### config.mk
export PLATFORM = sky130hd
export DESIGN_NAME = radix_int64_parser
export DESIGN_NICKNAME = d
export VERILOG_FILES = /design/src/rtl/rip_pkg.sv /design/src/rtl/rip_digit_step.sv /design/src/rtl/radix_int64_parser.sv
export SDC_FILE = /design/constraint.sdc
export NUM_CORES = 1
export LEC_CHECK = 0
export BUFFER_PORTS_ARGS = -buffer_cell sky130_fd_sc_hd__buf_2
export CAP_MARGIN = 0
export CORE_MARGIN = 2
export CORE_UTILIZATION = 38
export DETAILED_ROUTE_END_ITERATION = 8
export MAX_ROUTING_LAYER = met4
export PLACE_DENSITY = 0.53
export SLEW_MARGIN = 20
export SYNTH_ARGS = -nofsm -noshare
export SYNTH_HDL_FRONTEND = slang
export SYNTH_SLANG_ARGS = --single-unit
### constraint.sdc
create_clock -name clock -period 11.7 [get_ports clock]
set_clock_uncertainty 0.15 [all_clocks]
set_input_delay 0.585 -clock clock [delete_from_list [all_inputs] [get_ports clock]]
set_output_delay 0.585 -clock clock [all_outputs]
set_load 0.05 [all_outputs]
### src/rtl/rip_pkg.sv
`timescale 1ns / 1ps
`default_nettype none
// ----------------------------------------------------------------------------
// rip_pkg
// Types and constants shared by the radix integer parser modules.
// ----------------------------------------------------------------------------
package rip_pkg;

   localparam int unsigned CHAR_W  = 8;
   localparam int unsigned BASE_W  = 6;
   localparam int unsigned VALUE_W = 64;
   // magnitude * base + digit before the limit check
   localparam int unsigned PROD_W  = VALUE_W + BASE_W;

   localparam logic [CHAR_W-1:0] CH_MINUS      = 8'h2D;
   localparam logic [CHAR_W-1:0] CH_PLUS       = 8'h2B;
   localparam logic [CHAR_W-1:0] CH_UNDERSCORE = 8'h5F;
   localparam logic [CHAR_W-1:0] CH_DIGIT_LO   = 8'h30;
   localparam logic [CHAR_W-1:0] CH_DIGIT_HI   = 8'h39;
   localparam logic [CHAR_W-1:0] CH_UPPER_LO   = 8'h41;
   localparam logic [CHAR_W-1:0] CH_UPPER_HI   = 8'h5A;
   localparam logic [CHAR_W-1:0] CH_LOWER_LO   = 8'h61;
   localparam logic [CHAR_W-1:0] CH_LOWER_HI   = 8'h7A;

   // largest positive magnitude, 2^63-1
   localparam logic [VALUE_W-1:0] LIMIT_POS = 64'h7FFF_FFFF_FFFF_FFFF;

   typedef struct packed {
      logic [VALUE_W-1:0] magnitude;
      logic               neg_sign;
      logic               seen_first;
      logic               has_body;
      logic               stopped;
      logic               overflowed;
   } tok_state_type;

endpackage
`default_nettype wire

### src/rtl/rip_digit_step.sv
`timescale 1ns / 1ps
`default_nettype none
// ----------------------------------------------------------------------------
// rip_digit_step
// Folds one character into the token state and forms the result on the
// final character of a token.
// ----------------------------------------------------------------------------
module rip_digit_step (
   input  rip_pkg::tok_state_type        cur_state,
   input  logic [rip_pkg::CHAR_W-1:0]    char_in,
   input  logic [rip_pkg::BASE_W-1:0]    base,
   input  logic                          last_char,
   input  logic                          skip_underscores,
   output rip_pkg::tok_state_type        nxt_state,
   output logic signed [rip_pkg::VALUE_W-1:0] value,
   output logic                          ok
);
   import rip_pkg::*;

   logic [BASE_W-1:0]  digit;
   logic               is_digit;
   logic               take_body;
   logic [PROD_W-1:0]  prod;
   logic [PROD_W-1:0]  limit;

   // digit value of the character
   always_comb begin
      digit    = '0;
      is_digit = 1'b0;
      if (char_in >= CH_DIGIT_LO && char_in <= CH_DIGIT_HI) begin
         digit    = BASE_W'(char_in - CH_DIGIT_LO);
         is_digit = 1'b1;
      end else if (char_in >= CH_UPPER_LO && char_in <= CH_UPPER_HI) begin
         digit    = BASE_W'(char_in - CH_UPPER_LO) + BASE_W'(10);
         is_digit = 1'b1;
      end else if (char_in >= CH_LOWER_LO && char_in <= CH_LOWER_HI) begin
         digit    = BASE_W'(char_in - CH_LOWER_LO) + BASE_W'(10);
         is_digit = 1'b1;
      end
   end

   assign prod  = PROD_W'(cur_state.magnitude) * PROD_W'(base) + PROD_W'(digit);
   assign limit = PROD_W'(LIMIT_POS) + PROD_W'(cur_state.neg_sign);

   always_comb begin
      nxt_state = cur_state;
      value     = '0;
      ok        = 1'b0;
      take_body = 1'b1;

      // leading sign
      if (!cur_state.seen_first) begin
         nxt_state.seen_first = 1'b1;
         if (char_in == CH_MINUS) begin
            nxt_state.neg_sign = 1'b1;
            take_body          = 1'b0;
         end else if (char_in == CH_PLUS) begin
            take_body = 1'b0;
         end
      end

      if (take_body) begin
         nxt_state.has_body = 1'b1;
         if (!cur_state.stopped && !cur_state.overflowed &&
             !(char_in == CH_UNDERSCORE && skip_underscores)) begin
            if (!is_digit || digit >= base) begin
               nxt_state.stopped = 1'b1;
            end else if (prod > limit) begin
               nxt_state.overflowed = 1'b1;
            end else begin
               nxt_state.magnitude = prod[VALUE_W-1:0];
            end
         end
      end

      // end of token
      if (last_char) begin
         ok = nxt_state.has_body && !nxt_state.overflowed;
         if (ok) begin
            value = nxt_state.neg_sign ? (~nxt_state.magnitude + VALUE_W'(1))
                                       : nxt_state.magnitude;
         end
         nxt_state = '0;
      end
   end

endmodule
`default_nettype wire

### src/rtl/radix_int64_parser.sv
`timescale 1ns / 1ps
`default_nettype none
// ----------------------------------------------------------------------------
// radix_int64_parser
// Streaming signed 64-bit integer parser with a radix of 2 to 36.
// ----------------------------------------------------------------------------
// One character item is accepted per clock, with no gaps between tokens,
// unless a final item waits on a stalled result. Each item is captured in
// an input register and folded into the token state; the item with
// req_last_char set loads its result into the output register as it is
// folded, and the result is held there until taken. The clock rate is
// set by the 64x6 multiply-add and the limit compare in rip_digit_step.
// A stalled result holds back only a following final character; earlier
// characters keep flowing, later ones wait. There is no clearing pass
// after reset. csr_wr_data sets the skip-underscore mode and must be
// written only while no token is in flight; the block does not check it.
module radix_int64_parser (
   input  logic                               clock,
   input  logic                               reset,
   input  logic                               req_valid,
   output logic                               req_ready,
   input  logic [rip_pkg::CHAR_W-1:0]         req_char_in,
   input  logic [rip_pkg::BASE_W-1:0]         req_base,
   input  logic                               req_last_char,
   output logic                               rsp_valid,
   input  logic                               rsp_ready,
   output logic signed [rip_pkg::VALUE_W-1:0] rsp_value,
   output logic                               rsp_ok,
   input  logic                               csr_wr_en,
   input  logic                               csr_wr_data
);
   import rip_pkg::*;

   logic                       skip_ff;
   logic                       s1_vld_ff, s1_vld_in;
   logic [CHAR_W-1:0]          s1_char_ff;
   logic [BASE_W-1:0]          s1_base_ff;
   logic                       s1_last_ff;
   tok_state_type              tok_ff, tok_in;
   logic                       rsp_valid_ff, rsp_valid_in;
   logic signed [VALUE_W-1:0]  rsp_value_ff, rsp_value_in;
   logic                       rsp_ok_ff, rsp_ok_in;
   logic                       s1_adv;
   logic                       req_take;

   rip_digit_step u_step (
      .cur_state        (tok_ff),
      .char_in          (s1_char_ff),
      .base             (s1_base_ff),
      .last_char        (s1_last_ff),
      .skip_underscores (skip_ff),
      .nxt_state        (tok_in),
      .value            (rsp_value_in),
      .ok               (rsp_ok_in)
   );

   // non-final items never wait on the output side
   assign s1_adv       = s1_vld_ff && (!s1_last_ff || !rsp_valid_ff || rsp_ready);
   assign req_ready    = !s1_vld_ff || s1_adv;
   assign req_take     = req_valid && req_ready;
   assign s1_vld_in    = req_take || (s1_vld_ff && !s1_adv);
   assign rsp_valid_in = (s1_adv && s1_last_ff) || (rsp_valid_ff && !rsp_ready);

   always_ff @(posedge clock) begin
      if (reset) begin
         skip_ff      <= 1'b0;
         s1_vld_ff    <= 1'b0;
         tok_ff       <= '0;
         rsp_valid_ff <= 1'b0;
      end else begin
         if (csr_wr_en) begin
            skip_ff <= csr_wr_data;
         end
         s1_vld_ff    <= s1_vld_in;
         rsp_valid_ff <= rsp_valid_in;
         if (s1_adv) begin
            tok_ff <= tok_in;
         end
      end
   end

   always_ff @(posedge clock) begin
      if (req_take) begin
         s1_char_ff <= req_char_in;
         s1_base_ff <= req_base;
         s1_last_ff <= req_last_char;
      end
      if (s1_adv && s1_last_ff) begin
         rsp_value_ff <= rsp_value_in;
         rsp_ok_ff    <= rsp_ok_in;
      end
   end

   assign rsp_valid = rsp_valid_ff;
   assign rsp_value = rsp_value_ff;
   assign rsp_ok    = rsp_ok_ff;

endmodule
`default_nettype wire

==> results of run 1 <==
[registers in the layout, indices dropped and copies added (netlist names)]
signal	count
s1_vld_ff	1
s1_char_ff	8
tok_ff	69
rsp_ok	1
rsp_valid	1
rsp_value	64
s1_base_ff	6
skip_ff	1
s1_last_ff	1
[cell type report]
| type | count | area [um^2] | area share (%) |
|---|---|---|---|
| Multi-Input combinational cell | 2473 | 19630 | 72.04 |
| Sequential cell | 152 | 3845 | 14.11 |
| Timing Repair Buffer | 167 | 1105 | 4.055 |
| Tap cell | 864 | 1081 | 3.968 |
| Inverter | 271 | 1017 | 3.734 |
| Clock buffer | 18 | 429.2 | 1.575 |
| Clock inverter | 14 | 141.4 | 0.5189 |
[through the flow]
stage / total power (W) / area (um^2) / std cells
6_report: 0.001386 / 27240 / 3959
5_1_grt: 0.001431 / 27240 / 3959
4_1_cts: 0.001388 / 27210 / 3959
3_5_place_dp: 0.0008292 / 26640 / 3927
3_3_place_gp: 0.0008278 / 26630 / 3927
2_1_floorplan: 0.0007488 / 25270 / 3097
[worst min path at each step]
| stage | start | end | slack, ps | cells past startpoint |
|---|---|---|---|---|
| floorplan | tok_ff[2]$_SDFFE_PP0P_ | tok_ff[2]$_SDFFE_PP0P_ | 290 | 2 |
| global route | req_base[0] | s1_base_ff[0]$_DFFE_PP_ | 140 | 1 |
| finish | req_base[1] | s1_base_ff[1]$_DFFE_PP_ | 150 | 1 |
| global placement | tok_ff[1]$_SDFFE_PP0P_ | tok_ff[1]$_SDFFE_PP0P_ | 300 | 2 |
| CTS | req_base[1] | s1_base_ff[1]$_DFFE_PP_ | 130 | 1 |
| detailed placement | tok_ff[1]$_SDFFE_PP0P_ | tok_ff[1]$_SDFFE_PP0P_ | 320 | 2 |
[cell usage in the layout, fill, tap and decap left out, types with 9 or more instances in the layout]
cell,n
nand2_1,422
inv_1,271
nor2_1,261
fa_1,252
ha_1,225
and2_1,180
a21oi_1,165
o21ai_0,102
buf_2,87
edfxtp_1,80
nor3_1,74
buf_4,71
dfxtp_1,71
mux2i_1,61
a22oi_1,58
xnor2_1,52
nand4_1,50
nand3_1,45
xor2_1,40
a21o_1,35
nor4_1,33
or3_1,33
mux2_2,30
a211oi_1,25
nand2b_1,24
o31ai_1,18
and3_1,17
clkbuf_16,17
o21a_1,16
o211ai_1,14
and4_1,14
o21ai_1,14
a31oi_1,14
or4_1,11
o21bai_1,10
nor2b_1,9
[logic make-up after synthesis]
| kind of cell | Yosys count | synth area share [%] |
|---|---|---|
| AOI/OAI and AO/OA | 586 | 15.58 |
| xor gates and xnor gates | 92 | 3.189 |
| adders and majority gates | 477 | 31.11 |
| buffers and inverters | 472 | 7.393 |
| DFF | 152 | 15.21 |
| muxes | 93 | 3.867 |
| and+or+nand+nor | 1225 | 23.65 |
[worst max-delay path, delay by kind of cell, from the launching register on]
kind	cells	cell delay [ps]
compound gates	13	3200
fa+ha+maj	7	2900
buf+inv	4	880
flops	1	380
mux	1	320
simple gates	12	2800
[timing repair]
| item | 4_1_cts | 5_1_grt |
|---|---|---|
| buffers inserted | 0 | 0 |
| endpoints found under the setup margin | 0 | 18 |
| hold buffers | 0 | 0 |
| resized for setup | 0 | 7 |
[routing by layer]
metal / share of wire [%] / wire, um / vias to the layer above / track usage (%)
li1: - / - / 10605 / -
met1: 47 / 43640 / 11522 / 40.01
met2: 44 / 40480 / 859 / 42.44
met3: 6.4 / 5933 / 89 / 3.289
met4: 2.1 / 1966 / 0 / 6.581
met5: 0 / 0 / - / -
[power by group]
| group | internal [W] | switching (W) | leakage (nW) |
|---|---|---|---|
| Sequential | 0.000570 | 0.00000809 | 1.33 |
| Clock | 0.000298 | 0.000265 | 0.265 |
| Combinational | 0.0000697 | 0.000174 | 11.5 |
==> impl_metrics.py, run 1 <==
metrics = {
    "logic_synthesis": {
        "synth_top_area_share_pct": 19.96,
        "synthDistinctLibCells": 99,
        "synth_edf_count": 80,
        "synth_top_area_cell": "fa_1",
        "synth_area_um2": 25270,
        "synth_seq_area_share_pct": 15.21,
        "ys_ff_latch": 152,
        "synth.area.top_cells": "fa_1 (20%), ha_1 (11%), edfxtp_1 (9.5%)",
        "syn_inst": 3097,
        "synth_common_cells": "nand2_1 (423), inv_1 (271), nor2_1 (262)",
        "synthFlopType": "edfxtp_1",
        "syn_area_per_cell_um2": 8.159,
        "syn-num-nets": 3595,
        "ys_warn_count": 0,
        "yosysMostFrequentCell": "nand2_1",
        "postSynth.asyncResetShare_pct": 0,
    },
    "critical_path": {
        "path_max_fanout": 34,
        "cp-endpoint": "rsp_value[62]$_SDFFCE_PN0P_",
        "cp_slowest_cell": "a311oi_1",
        "crit_path_start_kind": "flop",
        "ff2ff_path_depth": 37,
        "critPathLaunch": "s1_base_ff[4]$_DFFE_PP_",
        "cp_data_arrival_time_ps": 11050,
        "r2r_end": "rsp_value[62]$_SDFFCE_PN0P_",
        "reg2reg_from": "s1_base_ff[4]$_DFFE_PP_",
        "max_stage_delay_ps": 540,
        "endpoint_kind": "flop",
        "critPathKind": "flop to flop",
        "crit_top_cell": "ha_1",
        "rrSetupSlack_ps": 700,
        "required_ps": 11750,
    },
    "placed_design": {
        "pre_cts_ws_ps": 636.7,
        "hpwl_mm": 73.60,
        "portBuffers": 87,
        "gp_congestion": 1.002,
    },
    "routing": {
        "vias_per_cell": 5.828,
        "drc_errors": 0,
        "wire_per_inst_um": 23.24,
        "postRouteWirelength_mm": 92.02,
        "drtIter0Drc": 2299,
        "antenna_left": 0,
        "drt_pass1_iterations": 6,
        "vias": 23075,
    },
    "sta": {
        "drv_slew": 0,
        "fin_crit_sh_pct": 94.02,
        "setup_ws_ps": 699.6,
        "rsz0062_at_grt": "no",
        "finalSetupTns_ps": 0,
        "slew_headroom_pct": 24.49,
        "setup_viol": 0,
        "max_freq_mhz": 90.91,
        "layout_min_cycle_time_ps": 11000,
        "tightestPinTransition_ps": 1129,
        "fin_hold_ws_ps": 147.9,
        "hold_violations": 0,
    },
    "global_route": {
        "grt_pass1_vias": 22851,
        "overflow": 0,
        "grt_start_max_net_pins": 69,
        "antenna_found_initial": 2,
        "grt_pass1_wl_mm": 142.3,
        "grt.total_usage_pct": 28.08,
    },
    "floorplanning": {
        "core_um2": 65750,
        "fp.dieArea_um2": 68580,
        "initial_core_util_pct": 38.43,
        "row_count": 94,
        "chipHeight_um": 261.9,
        "die_w_um": 261.9,
        "pin_count": 88,
    },
    "clock_network": {
        "cts_inserted_buffers": 17,
        "root_buffer": "clkbuf_16",
        "h-tree-depth": 4,
        "clk_pin_slew_ps": 70,
        "clk_latency_ps": 460,
        "cts_tree": "done",
        "cts_sinks": 152,
        "clk_path_buf_depth": 2,
    },
    "min_path": {
        "min-delay-path-class": "input pin to flop",
    },
    "pwr": {
        "pwr_density_cell_nw_per_um2": 50.85,
        "p_leak_nw": 13.14,
        "ir_drop_uv": 79.10,
    },
    "final_layout": {
        "syn_to_final_growth_pct": 7.818,
        "final_util_pct": 41.44,
        "drive_gt1_share_pct": 9.079,
        "nNetsFinal": 3580,
        "num_antenna_cells": 0,
        "fillCellCount": 6674,
    },
    "flow_run": {
        "drv_cap": 0,
    },
    "run_status": {
        "outcome": "completed",
    },
}
No activity file was read; power rests on OpenSTA's default activity.
==> run 2, diff against run 1 <==
PLACE_DENSITY = 0.65   (was 0.53)
==> impl_metrics.py, run 2 (same netlist as run 1, synthesis figures left out) <==
metrics = {
    "final_layout": {
        "nNetsFinal": 3573,
        "multi_input_area_um2": 19620,
        "fillCellCount": 6645,
        "top_register": "tok_ff",
        "syn_to_final_growth_pct": 7.323,
        "drive_gt1_share_pct": 8.711,
        "num_antenna_cells": 0,
        "final_common_cell": "nand2_1",
        "final_cell_mix": "nand2_1 (422), inv_1 (271), nor2_1 (261)",
        "largest_reg_flops": 69,
        "seq_area_um2": 3845,
    },
    "pwr": {
        "ir_drop_uv": 84.31,
        "finalPower_w": 0.001368,
        "pwr_density_cell_nw_per_um2": 50.44,
        "p_clk_share_pct": 40.0,
        "switchingPower_w": 0.0004183,
        "p_int_w": 0.0009496,
        "p_leak_nw": 13.09,
        "swShare_pct": 30.58,
        "combinationalPowerShare_pct": 17.6,
        "p_seq_share_pct": 42.4,
    },
    "sta": {
        "fin_crit_sh_pct": 96.08,
        "hold_violations": 0,
        "max_freq_mhz": 88.96,
        "drv_slew": 0,
        "rsz0062_at_grt": "no",
        "tightestPinTransition_ps": 1150,
        "slew_headroom_pct": 23.09,
        "layout_min_cycle_time_ps": 11240,
        "setup_viol": 0,
        "finalSetupTns_ps": 0,
    },
    "clock_network": {
        "cts_sinks": 152,
        "root_buffer": "clkbuf_16",
        "cts_inserted_buffers": 17,
        "cts_tree": "done",
        "clk_path_buf_depth": 2,
        "h-tree-depth": 4,
        "clk_pin_slew_ps": 70,
        "clk_latency_ps": 450,
    },
    "routing": {
        "drtIter0Drc": 2615,
        "drc_errors": 0,
        "wire_per_inst_um": 21.88,
        "antenna_left": 0,
        "postRouteWirelength_mm": 86.48,
        "vias": 23234,
        "drt_pass1_iterations": 7,
        "vias_per_cell": 5.879,
    },
    "min_path": {
        "min-delay-path-class": "input pin to flop",
    },
    "critical_path": {
        "path_max_fanout": 33,
        "rrSetupSlack_ps": 460,
        "endpoint_kind": "flop",
        "ff2ff_path_depth": 39,
        "r2r_end": "rsp_value[62]$_SDFFCE_PN0P_",
        "reg2reg_from": "s1_base_ff[5]$_DFFE_PP_",
        "critPathLaunch": "s1_base_ff[5]$_DFFE_PP_",
        "required_ps": 11740,
        "max_stage_delay_ps": 610,
        "crit_path_start_kind": "flop",
        "cp_data_arrival_time_ps": 11280,
        "critPathKind": "flop to flop",
        "cp_slowest_cell": "edfxtp_1",
        "cp-endpoint": "rsp_value[62]$_SDFFCE_PN0P_",
    },
    "floorplanning": {
        "chipHeight_um": 261.9,
        "fp.dieArea_um2": 68580,
        "core_um2": 65750,
        "row_count": 94,
        "die_w_um": 261.9,
        "initial_core_util_pct": 38.43,
        "pin_count": 88,
    },
    "global_route": {
        "antenna_found_initial": 0,
        "top_usage_layer": "met2",
        "grt.total_usage_pct": 26.06,
        "overflow": 0,
        "grt_pass1_vias": 22635,
        "met1_usage_pct": 36.16,
        "use_met2_pct": 39.31,
        "grt_start_max_net_pins": 69,
        "use_met3_pct": 3.983,
        "grt_pass1_wl_mm": 134.5,
    },
    "placed_design": {
        "gp_congestion": 1.022,
        "portBuffers": 87,
        "hpwl_mm": 68.85,
    },
    "flow_run": {
        "drv_cap": 0,
    },
    "run_status": {
        "outcome": "completed",
    },
}
[run 2: cell type report]
| class | instances | share of cell area (%) |
|---|---|---|
| clock buffer | 18 | 1.582 |
| timing repair buffer | 160 | 3.686 |
| multi-input combinational | 2473 | 72.33 |
| tap | 864 | 3.986 |
| sequential | 152 | 14.18 |
| clock inverter | 14 | 0.4844 |
| inverter | 271 | 3.751 |
[run 2: what timing repair did]
item	4_1_cts	5_1_grt
hold buffers	0	0
buffers inserted	0	1
endpoints found under the setup margin	0	5
endpoints found under the hold margin	0	0
resized for setup	0	2
[run 2: worst min-delay path by stage]
stage,from,endpoint,depth (start not counted)
floorplan,tok_ff[2]$_SDFFE_PP0P_,tok_ff[2]$_SDFFE_PP0P_,2
global placement,tok_ff[1]$_SDFFE_PP0P_,tok_ff[1]$_SDFFE_PP0P_,2
detailed placement,tok_ff[1]$_SDFFE_PP0P_,tok_ff[1]$_SDFFE_PP0P_,2
CTS,req_base[2],s1_base_ff[2]$_DFFE_PP_,1
global route,req_base[2],s1_base_ff[2]$_DFFE_PP_,1
finish,req_base[2],s1_base_ff[2]$_DFFE_PP_,1
[run 2: layer usage]
layer / vias to the layer above / part of all wire, %
met4: 0 / 2.7
met3: 169 / 8.6
met1: 11450 / 45
met5: - / 0
li1: 10571 / -
met2: 1044 / 44
[run 2: power groups by stage]
stage	registers, W	clock network (W)	logic [W]
6_report	0.000580	0.000547	0.000241
5_1_grt	0.000581	0.000571	0.000254
4_1_cts	0.000581	0.000552	0.000235
3_5_place_dp	0.000592	0	0.000234
3_3_place_gp	0.000592	0	0.000234
2_1_floorplan	0.000607	0	0.000142
[run 2: critical path, delay by kind of cell (launching register included)]
| family | cells | cell delay [ps] |
|---|---|---|
| AND/OR/NAND/NOR | 15 | 2970 |
| adder cells (fa/ha/maj) | 7 | 2980 |
| flip-flops | 1 | 610 |
| AO/OA/AOI/OAI | 12 | 3120 |
| buffers and inverters | 5 | 1080 |
[run 2: per-stage QoR]
step                area, um^2  utilization [%]  cells  hold slack, ps  setup slack (ps)
floorplan                25270                -   3097           287.2              1452
global placement         26540            40.37   3919           300.5             769.8
detailed placement       26550            40.38   3919           312.4             685.1
CTS                      27110            41.23   3951           149.8             641.4
global route             27120            41.25   3952           162.8             11.30
finish                   27120            41.25   3952           166.1             459.2
